File: config.mk
export PLATFORM = sky130hd
export DESIGN_NAME = mcht_front
export DESIGN_NICKNAME = d
export VERILOG_FILES = /design/src/mcht_pkg.sv /design/src/mcht_front.sv
export SDC_FILE = /design/constraint.sdc
export NUM_CORES = 1
export LEC_CHECK = 0
export ABC_AREA = 1
export BUFFER_PORTS_ARGS = -buffer_cell sky130_fd_sc_hd__clkbuf_2
export CAP_MARGIN = 30
export CELL_PAD_IN_SITES_DETAIL_PLACEMENT = 1
export CELL_PAD_IN_SITES_GLOBAL_PLACEMENT = 1
export CORE_UTILIZATION = 39
export CTS_CLUSTER_DIAMETER = 100
export DETAILED_ROUTE_END_ITERATION = 8
export PLACE_DENSITY = 0.73
export SETUP_SLACK_MARGIN = 0.1
export SLEW_MARGIN = 20
export SYNTH_ARGS = -nofsm -noshare
export SYNTH_HDL_FRONTEND = slang
export SYNTH_SLANG_ARGS = --single-unit
File: constraint.sdc
create_clock -name clk -period 6.7 [get_ports clk]
set_input_delay 0.67 -clock clk [delete_from_list [all_inputs] [get_ports clk]]
set_output_delay 0.67 -clock clk [all_outputs]
set_load 0.05 [all_outputs]
File: src/mcht_pkg.sv
// shared types, widths and helpers for the monotone convex hull trick block
// no dependencies
`timescale 1ns / 1ps

package mcht_pkg;

	localparam int DEPTH   = 1024;
	localparam int AW      = $clog2(DEPTH);
	localparam int CW      = $clog2(DEPTH + 1);
	localparam int SLOPE_W = 32;
	localparam int ICPT_W  = 56;
	localparam int POINT_W = 32;
	localparam int VAL_W   = 64;
	localparam int LINE_W  = SLOPE_W + ICPT_W;
	localparam int DA_W    = ICPT_W + 1;
	localparam int DM_W    = SLOPE_W + 1;
	localparam int LO_W    = 29;
	localparam int MA_W    = LO_W + 1;
	localparam int PP_W    = MA_W + DM_W;
	localparam int PROD_W  = DA_W + DM_W + 1;

	localparam logic ACT_ADD   = 1'b0;
	localparam logic ACT_QUERY = 1'b1;

	localparam logic signed [VAL_W-1:0] EMPTY_VALUE = 64'sd1000000000000000000;

	typedef struct packed {
		logic                       action;
		logic signed [SLOPE_W-1:0]  slope;
		logic signed [ICPT_W-1:0]   intercept;
		logic signed [POINT_W-1:0]  point;
	} item_t;

	// (front + k) mod DEPTH, with k no larger than DEPTH
	function automatic logic [AW-1:0] slot(input logic [AW-1:0] front, input logic [CW-1:0] k);
		logic [AW+1:0] sum;
		sum = (AW+2)'(front) + (AW+2)'(k);
		if (sum >= (AW+2)'(DEPTH)) begin
			sum = sum - (AW+2)'(DEPTH);
		end
		return sum[AW-1:0];
	endfunction

endpackage

File: src/mcht_front.sv
// front end: takes requests and holds them in a two entry queue for the engine
// depends on mcht_pkg
`timescale 1ns / 1ps

module mcht_front (
	input  logic                               clk,
	input  logic                               arst_n,
	input  logic                               start,
	output logic                               busy,
	input  logic                               action,
	input  logic signed [mcht_pkg::SLOPE_W-1:0] slope,
	input  logic signed [mcht_pkg::ICPT_W-1:0]  intercept,
	input  logic signed [mcht_pkg::POINT_W-1:0] point,
	output logic                               q_valid,
	output mcht_pkg::item_t                    q_item,
	input  logic                               q_pop
);

	mcht_pkg::item_t ent_q [2];
	logic            wr_ptr_q;
	logic            rd_ptr_q;
	logic [1:0]      cnt_q;
	logic            push;
	logic            pop;
	mcht_pkg::item_t in_item;

	always_comb begin
		in_item.action    = (action == mcht_pkg::ACT_QUERY) ? mcht_pkg::ACT_QUERY
		                                                    : mcht_pkg::ACT_ADD;
		in_item.slope     = slope;
		in_item.intercept = intercept;
		in_item.point     = point;
	end

	assign busy    = (cnt_q == 2'd2);
	assign push    = start && !busy;
	assign q_valid = (cnt_q != 2'd0);
	assign pop     = q_pop && q_valid;
	assign q_item  = ent_q[rd_ptr_q];

	always_ff @(posedge clk) begin
		if (push) begin
			ent_q[wr_ptr_q] <= in_item;
		end
	end

	always_ff @(posedge clk or negedge arst_n) begin
		if (!arst_n) begin
			wr_ptr_q <= 1'b0;
			rd_ptr_q <= 1'b0;
			cnt_q    <= 2'd0;
		end else begin
			if (push) begin
				wr_ptr_q <= !wr_ptr_q;
			end
			if (pop) begin
				rd_ptr_q <= !rd_ptr_q;
			end
			cnt_q <= cnt_q + 2'(push) - 2'(pop);
		end
	end

endmodule

==> results of run 1 <==
## registers in the layout, summed over array words and instances, names as in the netlist
signal / cells
ent_q: 242
cnt_q: 2
rd_ptr_q: 1
wr_ptr_q: 1
## synth_stat cells
| cell | instances | area share |
|---|---|---|
| inv_1 | 9 | 0.0037 |
| dfrtp_1 | 4 | 0.011 |
| buf_2 | 15 | 0.0083 |
| buf_4 | 2 | 0.0017 |
| nand2_1 | 376 | 0.16 |
| buf_6 | 10 | 0.012 |
| inv_4 | 1 | 0.00069 |
| nor2_1 | 1 | 0.00041 |
| nand3_1 | 3 | 0.0017 |
| edfxtp_1 | 242 | 0.80 |
| ha_1 | 2 | 0.0028 |
## kinds of logic (layout without fill, tap and decap cells)
logic type,after synthesis,after routing,synth area share
AND/OR/NAND/NOR,380,380,0.1578
flip-flops,246,246,0.8127
buffers and inverters,37,313,0.02678
other,0,1,0
adder cells (fa/ha/maj),2,2,0.002760
## metal layers
layer,vias to the layer above,GRT usage,share of wire
met1,2791,0.2164,0.40
met4,2,0.04762,0.018
li1,2746,-,-
met2,184,0.3103,0.50
met3,36,0.05380,0.080
met5,-,0,0.00061
## how the worst min path moves through the flow
stage | from | endpoint | slack [ns] | cells after the start
after CTS | point[4] | ent_q[0][4]$_DFFE_PP_ | 0.31 | 1
after global placement | wr_ptr_q$_DFFE_PN0N_ | wr_ptr_q$_DFFE_PN0N_ | 0.45 | 2
after global routing | intercept[36] | ent_q[0][68]$_DFFE_PP_ | 0.31 | 1
after floorplan | arst_n | cnt_q[0]$_DFF_PN0_ | 0.37 | 0
after detailed placement | wr_ptr_q$_DFFE_PN0N_ | wr_ptr_q$_DFFE_PN0N_ | 0.46 | 2
final | slope[30] | ent_q[0][118]$_DFFE_PP_ | 0.33 | 1
## stage by stage
| stage | worst slack, ns | instance area [sq um] | utilization | hold slack (ns) |
|---|---|---|---|---|
| 2_1_floorplan | 0.3154 | 9065 | - | 0.3744 |
| 3_3_place_gp | 3.368 | 10510 | 0.4626 | 0.4545 |
| 3_5_place_dp | 3.335 | 10510 | 0.4626 | 0.4634 |
| 4_1_cts | 2.765 | 11330 | 0.4990 | 0.3075 |
| 5_1_grt | 2.585 | 11330 | 0.4991 | 0.3138 |
| 6_report | 2.790 | 11330 | 0.4991 | 0.3329 |
## layout make-up
type	instances	area share
repair buffers	253	0.1133
inverters	10	0.003753
clock buffers	39	0.06712
well taps	285	0.03146
diodes	1	0.0002208
clock inverters	11	0.004857
multi-input cells	382	0.1290
flip-flops and latches	246	0.6503
## critical path: cells and delay by family, from the launching register on
kind | cells | cell delay, ns
simple gates | 2 | 0.27
flops | 1 | 0.75
buf+inv | 3 | 1.55
## power groups by stage
| stage | clock, mW | combinational, mW | sequential (mW) |
|---|---|---|---|
| 5_1_grt | 1.44 | 2.88 | 2.28 |
| 6_report | 1.35 | 2.70 | 2.25 |
| 3_3_place_gp | 0 | 2.69 | 2.27 |
| 4_1_cts | 1.39 | 2.75 | 2.26 |
| 3_5_place_dp | 0 | 2.73 | 2.29 |
| 2_1_floorplan | 0 | 2.15 | 2.24 |
## what timing repair did
action	CTS	global route
hold endpoints to repair	4	0
hold buffers	1	0
gates resized for setup	0	0
==> impl_metrics.yaml, run 1 <==
setup_path:
  critPathMaxStageDelay_ns: 0.75
  cp.required_ns: 6.03
  cp_cell_sequence: "inv_4, buf_4, nand2_1, nand2_1, clkbuf_2"
  cp-endpoint: "q_item[34]"
  crit_slowest_cell: "dfrtp_4"
  reg2reg_depth: 4
  path_common_cell: "nand2_1"
  critPathCaptureType: "output pin"
  cp-start-kind: "register"
  critPathMaxFanout: 63
  r2r_slack_ns: 4.15
  criticalPathCategory: "register to output pin"
  cp-startpoint: "rd_ptr_q$_DFFE_PN0P_"
  reg2reg_to: "ent_q[0][60]$_DFFE_PP_"
  cp.arrival_ns: 3.24
  rr_startpoint: "cnt_q[1]$_DFF_PN0_"
sta:
  fin_skew_ns: 0.009817
  setup_viol: 0
  hold_violations: 0
  slew_viol_final: 0
  relSlewSlack: 0.3988
  rsz0062_at_grt: "no"
  period_share: 0.5836
  tns_ns: 0
  tightest_slew_ns: 0.9018
  period_needed_ns: 3.910
  fmax_mhz: 255.8
pwr:
  p_sw_mw: 2.946
  p_total_mw: 6.305
  clkPwrFrac: 0.215
  p_leak_nw: 4.939
  seqPwrFrac: 0.357
  intPower_mw: 3.359
  comb_power_share: 0.429
  peakVddDrop_mv: 0.5918
  switching_share: 0.4672
  powerDensity_nw_per_um2: 556.2
clock_network:
  clock-root-buffer: "clkbuf_16"
  numCtsBuffers: 27
  cts_sinks: 246
  clock_latency_ns: 0.52
  htree_levels: 1
  cts_buffer_depth: 3
  clk_pin_slew_ns: 0.06
  post_cts_buffers: 0
  cts_tree: "yes"
synth:
  synth_area_per_cell_sq_um: 13.63
  synth-seq-cells: 246
  synth_area_sq_um: 9065
  yosysWarnings: 0
  yosysSeqAreaShare: 0.8127
  yosysUniqueCellTypes: 11
  syn_nets: 792
  synthCells: 665
layout:
  regArea_sq_um: 7371
  fillers: 2397
  nNetsFinal: 1047
  final_common_cell: "nand2_1"
  mostFrequentLayoutCells: "nand2_1 (376), clkbuf_2 (247), edfxtp_1 (242)"
  area_growth_pct: 25.04
  layout.cells.non_filler: 1227
  multi_input_area_sq_um: 1463
  drive_gt1_frac: 0.3103
detailed_routing:
  wl_per_cell_microns: 17.40
  routed_wl_microns: 21350
  vias: 5759
  vias_per_cell: 4.694
  drtAntennaViolNets: 0
  drc: 0
  first_pass_iters: 4
  drtIter0Drc: 271
global_route:
  overflow: 0
  grt_max_degree: 66
  grt_pass1_vias: 6102
  grt_pass1_wl_microns: 32770
  antenna_found_initial: 2
  grt_usage: 0.1787
die:
  fp-row-count: 55
  ios: 248
  core_area_sq_um: 22710
  die_y_microns: 154.5
  start_util: 0.3992
  die-area_sq_um: 23860
  die_w_microns: 154.5
placement:
  placed_cells: 1175
  place_congestion: 0.7165
  portBuffers: 247
  dp_hpwl_microns: 13870
run_status:
  status: "completed"
run:
  cap_violations: 0
hold_path:
  min_path_type: "input port to register"
Power figures use the tool's default switching activity.
==> inputs of run 2 (changes only) <==
==> constraint.sdc (replaced) <==
create_clock -name clk -period 3.76 [get_ports clk]
set_input_delay 0.376 -clock clk [delete_from_list [all_inputs] [get_ports clk]]
set_output_delay 0.376 -clock clk [all_outputs]
set_load 0.05 [all_outputs]
==> run 2 against run 1 <==
Core utilization rose by 0.48 points. Combinational power rose by 81%. Clock skew rose by 0.0077 ns. Clock power rose by 93%. Final area rose by 0.96%. Register-to-register slack got worse by 2.4 ns. Largest power group unchanged. Worst hold slack got worse by 0.31 ns. Largest cell class unchanged.
==> impl_metrics.yaml, run 2 (synthesized netlist as in run 1, its figures left out) <==
run_status:
  status: "completed"
global_route:
  grt_max_degree: 79
  antenna_found_initial: 0
  grt_usage: 0.1761
  grt_pass1_wl_microns: 32550
  overflow: 0
  grt_pass1_vias: 6127
clock_network:
  post_cts_resized: 0
  cts_buffer_depth: 3
  cts_sinks: 246
  post_cts_buffers: 0
  clk_pin_slew_ns: 0.06
  cts_tree: "yes"
  numCtsBuffers: 27
  htree_levels: 1
  clock_latency_ns: 0.53
  clock-root-buffer: "clkbuf_16"
layout:
  nNetsFinal: 1050
  multi_input_area_sq_um: 1463
  largest_reg_flops: 242
  drive_gt1_frac: 0.3210
  regArea_sq_um: 7371
  diodes: 0
  reg_top3: "ent_q (242), cnt_q (2)"
  final_core_util: 0.5039
  layout.cells.non_filler: 1229
  final_common_cell: "nand2_1"
  fillers: 2391
  mostFrequentLayoutCells: "nand2_1 (376), clkbuf_2 (247), edfxtp_1 (242)"
  area_growth_pct: 26.24
  top_register: "ent_q"
  final_area_sq_um: 11440
pwr:
  powerDensity_nw_per_um2: 1002
  peakVddDrop_mv: 0.5054
  p_leak_nw: 4.986
  p_total_mw: 11.46
detailed_routing:
  drtIter0Drc: 190
  met1_length_microns: 8520
  met3WireLength_microns: 1817
  wl_per_cell_microns: 17.31
  first_pass_iters: 4
  routed_wl_microns: 21270
  top_layer_used: "met4"
  drtAntennaViolNets: 0
  drc: 0
  vias_per_cell: 4.683
  vias: 5755
  wl_met2_microns: 10570
die:
  fp-row-count: 55
  ios: 248
  die-area_sq_um: 23860
  die_y_microns: 154.5
  start_util: 0.3992
  core_area_sq_um: 22710
  die_w_microns: 154.5
placement:
  portBuffers: 247
  place_ws_ns: 1.527
  place_congestion: 0.7415
  dp_hpwl_microns: 13850
  postPlaceCellArea_sq_um: 10550
  placed_cells: 1178
setup_path:
  cp-start-kind: "register"
  cp-startpoint: "rd_ptr_q$_DFFE_PN0P_"
  critPathCaptureType: "output pin"
  rr_startpoint: "cnt_q[1]$_DFF_PN0_"
  r2r_slack_ns: 1.73
  critPathMaxFanout: 78
  criticalPathCategory: "register to output pin"
  cp.arrival_ns: 2.39
  cp.required_ns: 3.38
sta:
  setup_viol: 0
  tightest_slew_ns: 0.8992
  rsz0062_at_grt: "no"
  fin_hold_ws_ns: 0.02448
  period_needed_ns: 2.770
  slew_viol_final: 0
  fin_skew_ns: 0.01757
  fmax_mhz: 361.0
  tns_ns: 0
  hold_violations: 0
  relSlewSlack: 0.4006
  setup_slack_ns: 0.9897
  period_share: 0.7368
hold_path:
  hold_start: "intercept[43]"
  min_path_type: "input port to register"
run:
  cap_violations: 0
## run 2: cell type report
| cell class | instances | area share |
|---|---|---|
| sequential | 246 | 0.6441 |
| multi-input combinational | 382 | 0.1278 |
| timing repair buffer | 256 | 0.1163 |
| clock buffer | 28 | 0.05937 |
| tap | 285 | 0.03116 |
| clock inverter | 22 | 0.01749 |
| inverter | 10 | 0.003717 |
## run 2: path summary, 6_finish.rpt
| kind | endpoint | cells after the start |
|---|---|---|
| hold / removal | ent_q[0][75]$_DFFE_PP_ | 1 |
| setup / recovery | q_item[43] | 5 |
| max in group asynchronous | rd_ptr_q$_DFFE_PN0P_ | 2 |
| min in group asynchronous | cnt_q[1]$_DFF_PN0_ | 2 |
| setup reg to reg | ent_q[0][23]$_DFFE_PP_ | 4 |
| hold reg to reg | cnt_q[0]$_DFF_PN0_ | 1 |
## run 2: power breakdown
part	total [mW]	internal [mW]	switching, mW
combinational	4.90	0.870	4.03
sequential	3.96	3.74	0.218
clock	2.60	1.52	1.08
total	11.5	6.14	5.33
## run 2: per-layer routing
metal  up-vias  GRT usage
li1       2760          -
met1      2777     0.2045
met2       189     0.3088
met3        29    0.06192
met4         0    0.04715
met5         -          0
## run 2: critical path, cell delays in order (launching register included)
cell,delay (ns)
dfrtp_4,0.69
inv_4,0.25
buf_12,0.30
nand2_1,0.11
nand2_1,0.10
clkbuf_2,0.28
## run 2: what timing repair did
item,in CTS,in global routing
hold endpoints to repair,4,0
setup endpoints to repair,0,0
hold buffers,1,0
==> inputs of run 3 (changes only) <==
--- a/config.mk
+++ b/config.mk
@@ -5,7 +5,7 @@
 export SDC_FILE = /design/constraint.sdc
 export NUM_CORES = 1
 export LEC_CHECK = 0
-export ABC_AREA = 1
+export ABC_AREA = 0
 export BUFFER_PORTS_ARGS = -buffer_cell sky130_fd_sc_hd__clkbuf_2
 export CAP_MARGIN = 30
 export CELL_PAD_IN_SITES_DETAIL_PLACEMENT = 1
@@ -13,7 +13,7 @@
 export CORE_UTILIZATION = 39
 export CTS_CLUSTER_DIAMETER = 100
 export DETAILED_ROUTE_END_ITERATION = 8
-export PLACE_DENSITY = 0.73
+export PLACE_DENSITY = 0.69
 export SETUP_SLACK_MARGIN = 0.1
 export SLEW_MARGIN = 20
 export SYNTH_ARGS = -nofsm -noshare
==> constraint.sdc (replaced) <==
create_clock -name clk -period 2.8 [get_ports clk]
set_input_delay 0.28 -clock clk [delete_from_list [all_inputs] [get_ports clk]]
set_output_delay 0.28 -clock clk [all_outputs]
set_load 0.05 [all_outputs]
==> run 3 against run 2 <==
Largest power group unchanged. Final area up 13%. Largest cell class unchanged. Global-route usage down 0.83 points. Worst hold slack better by 0.084 ns. Clock skew down 0.0055 ns. Critical path type unchanged. Clock power up 24%. Sequential share of layout area down 7.3 points.
==> impl_metrics.yaml, run 3 <==
synth:
  yosys-top-cells-area: "edfxtp_1 (78%), mux2_4 (13%), mux2_2 (5.0%)"
  yosysUniqueCellTypes: 17
  synth_area_per_cell_sq_um: 23.46
  syn_nets: 522
  synth.most_common_cell: "edfxtp_1"
  synth_edf_count: 242
  yosysSeqAreaShare: 0.7950
  synth_top_flop_cell: "edfxtp_1"
  synth_top_cell_area_share: 0.7842
  synthArstFlopShare: 0.01626
  yosysWarnings: 0
  synth_area_sq_um: 9266
  synthCells: 395
  ys_top_cells_by_count: "edfxtp_1 (242), mux2_4 (80), mux2_2 (41), buf_6 (9)"
  synth-seq-cells: 246
  synth_top_area_cell: "edfxtp_1"
setup_path:
  rr_startpoint: "cnt_q[1]$_DFF_PN0_"
  critPathCaptureType: "output pin"
  cp_cell_sequence: "buf_12, mux2_2, clkbuf_2"
  crit_family: "buffers and inverters"
  critPathMaxStageDelay_ns: 0.60
  cp.required_ns: 2.52
  cp-start-kind: "register"
  criticalPathCategory: "register to output pin"
  crit_slowest_cell: "dfrtp_4"
  cp-startpoint: "rd_ptr_q$_DFFE_PN0P_"
  r2r_slack_ns: 0.96
  critPathBufInv: 2
  cp.arrival_ns: 2.19
  critPathMaxFanout: 53
detailed_routing:
  first_pass_iters: 4
  drtAntennaViolNets: 0
  wl_per_cell_microns: 18.54
  vias_per_cell: 4.569
  drtIter0Drc: 200
  drc: 0
  vias: 5135
  routed_wl_microns: 20840
sta:
  rsz0062_at_grt: "no"
  period_share: 0.8815
  hold_violations: 0
  tns_ns: 0
  fmax_mhz: 405.2
  setup_slack_ns: 0.3319
  tightest_slew_ns: 0.7433
  relSlewSlack: 0.5045
  fin_skew_ns: 0.01204
  slew_viol_final: 0
  period_needed_ns: 2.468
  setup_viol: 0
global_route:
  grt_max_degree: 122
  grt_usage: 0.1678
  grt_pass1_vias: 5639
  antenna_found_initial: 0
  grt_pass1_wl_microns: 31090
  overflow: 0
layout:
  drive_gt1_frac: 0.5106
  top_register: "ent_q"
  mostFrequentLayoutCells: "clkbuf_2 (247), edfxtp_1 (242), dlygate4sd3_1 (122)"
  nNetsFinal: 911
  final_core_util: 0.5515
  reg_top3: "ent_q (242), cnt_q (2)"
  layout.cells.non_filler: 1124
  final_common_cell: "clkbuf_2"
  fillers: 2229
  largest_reg_flops: 242
  diodes: 0
  area_growth_pct: 39.29
hold_path:
  min_path_type: "input port to register"
  hold_start: "start"
clock_network:
  post_cts_resized: 0
  clk_pin_slew_ns: 0.06
  cts_sinks: 246
  cts_buffer_depth: 3
  clock-root-buffer: "clkbuf_16"
  clock_latency_ns: 0.52
  cts_tree: "yes"
  htree_levels: 1
  numCtsBuffers: 27
placement:
  dp_hpwl_microns: 12110
  place_ws_ns: 0.8658
  place_congestion: 0.7381
  portBuffers: 247
  placed_cells: 952
die:
  fp-row-count: 56
  die_w_microns: 156.1
  ios: 248
  die_y_microns: 156.1
  start_util: 0.3960
  core_area_sq_um: 23400
  die-area_sq_um: 24380
run:
  cap_violations: 0
pwr:
  powerDensity_nw_per_um2: 1163
  p_total_mw: 15.01
  peakVddDrop_mv: 0.8224
  p_leak_nw: 5.135
run_status:
  status: "completed"
==> run 3: layout make-up <==
| cell class | instances | area [sq um] | area share |
|---|---|---|---|
| Multi-Input combinational cell | 133 | 1770 | 0.1372 |
| Clock buffer | 38 | 716.9 | 0.05554 |
| Sequential cell | 246 | 7371 | 0.5711 |
| Clock inverter | 12 | 85.08 | 0.006592 |
| Timing Repair Buffer | 374 | 2557 | 0.1981 |
| Tap cell | 319 | 399.1 | 0.03092 |
| Inverter | 2 | 7.507 | 0.0005816 |
==> run 3: path summary, 6_finish.rpt <==
path	endpoint	cells past startpoint
min in group asynchronous	cnt_q[1]$_DFF_PN0_	2
max in group asynchronous	rd_ptr_q$_DFFE_PN0P_	2
worst min-delay path	wr_ptr_q$_DFFE_PN0N_	3
worst max register to register	cnt_q[1]$_DFF_PN0_	7
worst max-delay path	q_item[120]	3
worst min register to register	cnt_q[0]$_DFF_PN0_	1
==> run 3: per-stage QoR <==
stage / instance area [sq um] / hold slack, ns
3_5_place_dp: 10880 / 0.1055
5_1_grt: 12910 / 0.1117
2_1_floorplan: 9278 / -0.01559
4_1_cts: 12910 / 0.07674
6_report: 12910 / 0.1088
3_3_place_gp: 10880 / 0.1036
==> run 3: timing repair <==
action	CTS	global route
hold endpoints to repair	246	0
hold buffers	122	0
setup buffers	0	0
==> run 3: kinds of logic after synthesis <==
kind of cell  count (synthesis)  share of synthesized area
flops                       246                     0.7950
xor+xnor                      4                   0.003781
mux                         121                     0.1794
buf+inv                      16                    0.01553
fa+ha+maj                     2                   0.002700
simple gates                  6                   0.003512
==> run 3: worst min-delay path, cell delays in order <==
cell      delay (ns)
clkbuf_2        0.12
nand2_2         0.12
xnor2_1         0.07
==> run 3: per-layer routing <==
metal	global-route usage	wire length [microns]	vias to the layer above
met4	0.03922	375	0
met3	0.03833	1338	31
met2	0.3042	10910	199
met5	0	0	-
li1	-	-	2350
met1	0.2015	8221	2555
==> run 3: power breakdown <==
| part | internal [mW] | switching (mW) | total, mW |
|---|---|---|---|
| combinational | 1.99 | 4.48 | 6.47 |
| sequential | 5.05 | 0.279 | 5.32 |
| clock | 1.87 | 1.35 | 3.22 |
| total | 8.91 | 6.10 | 15.0 |
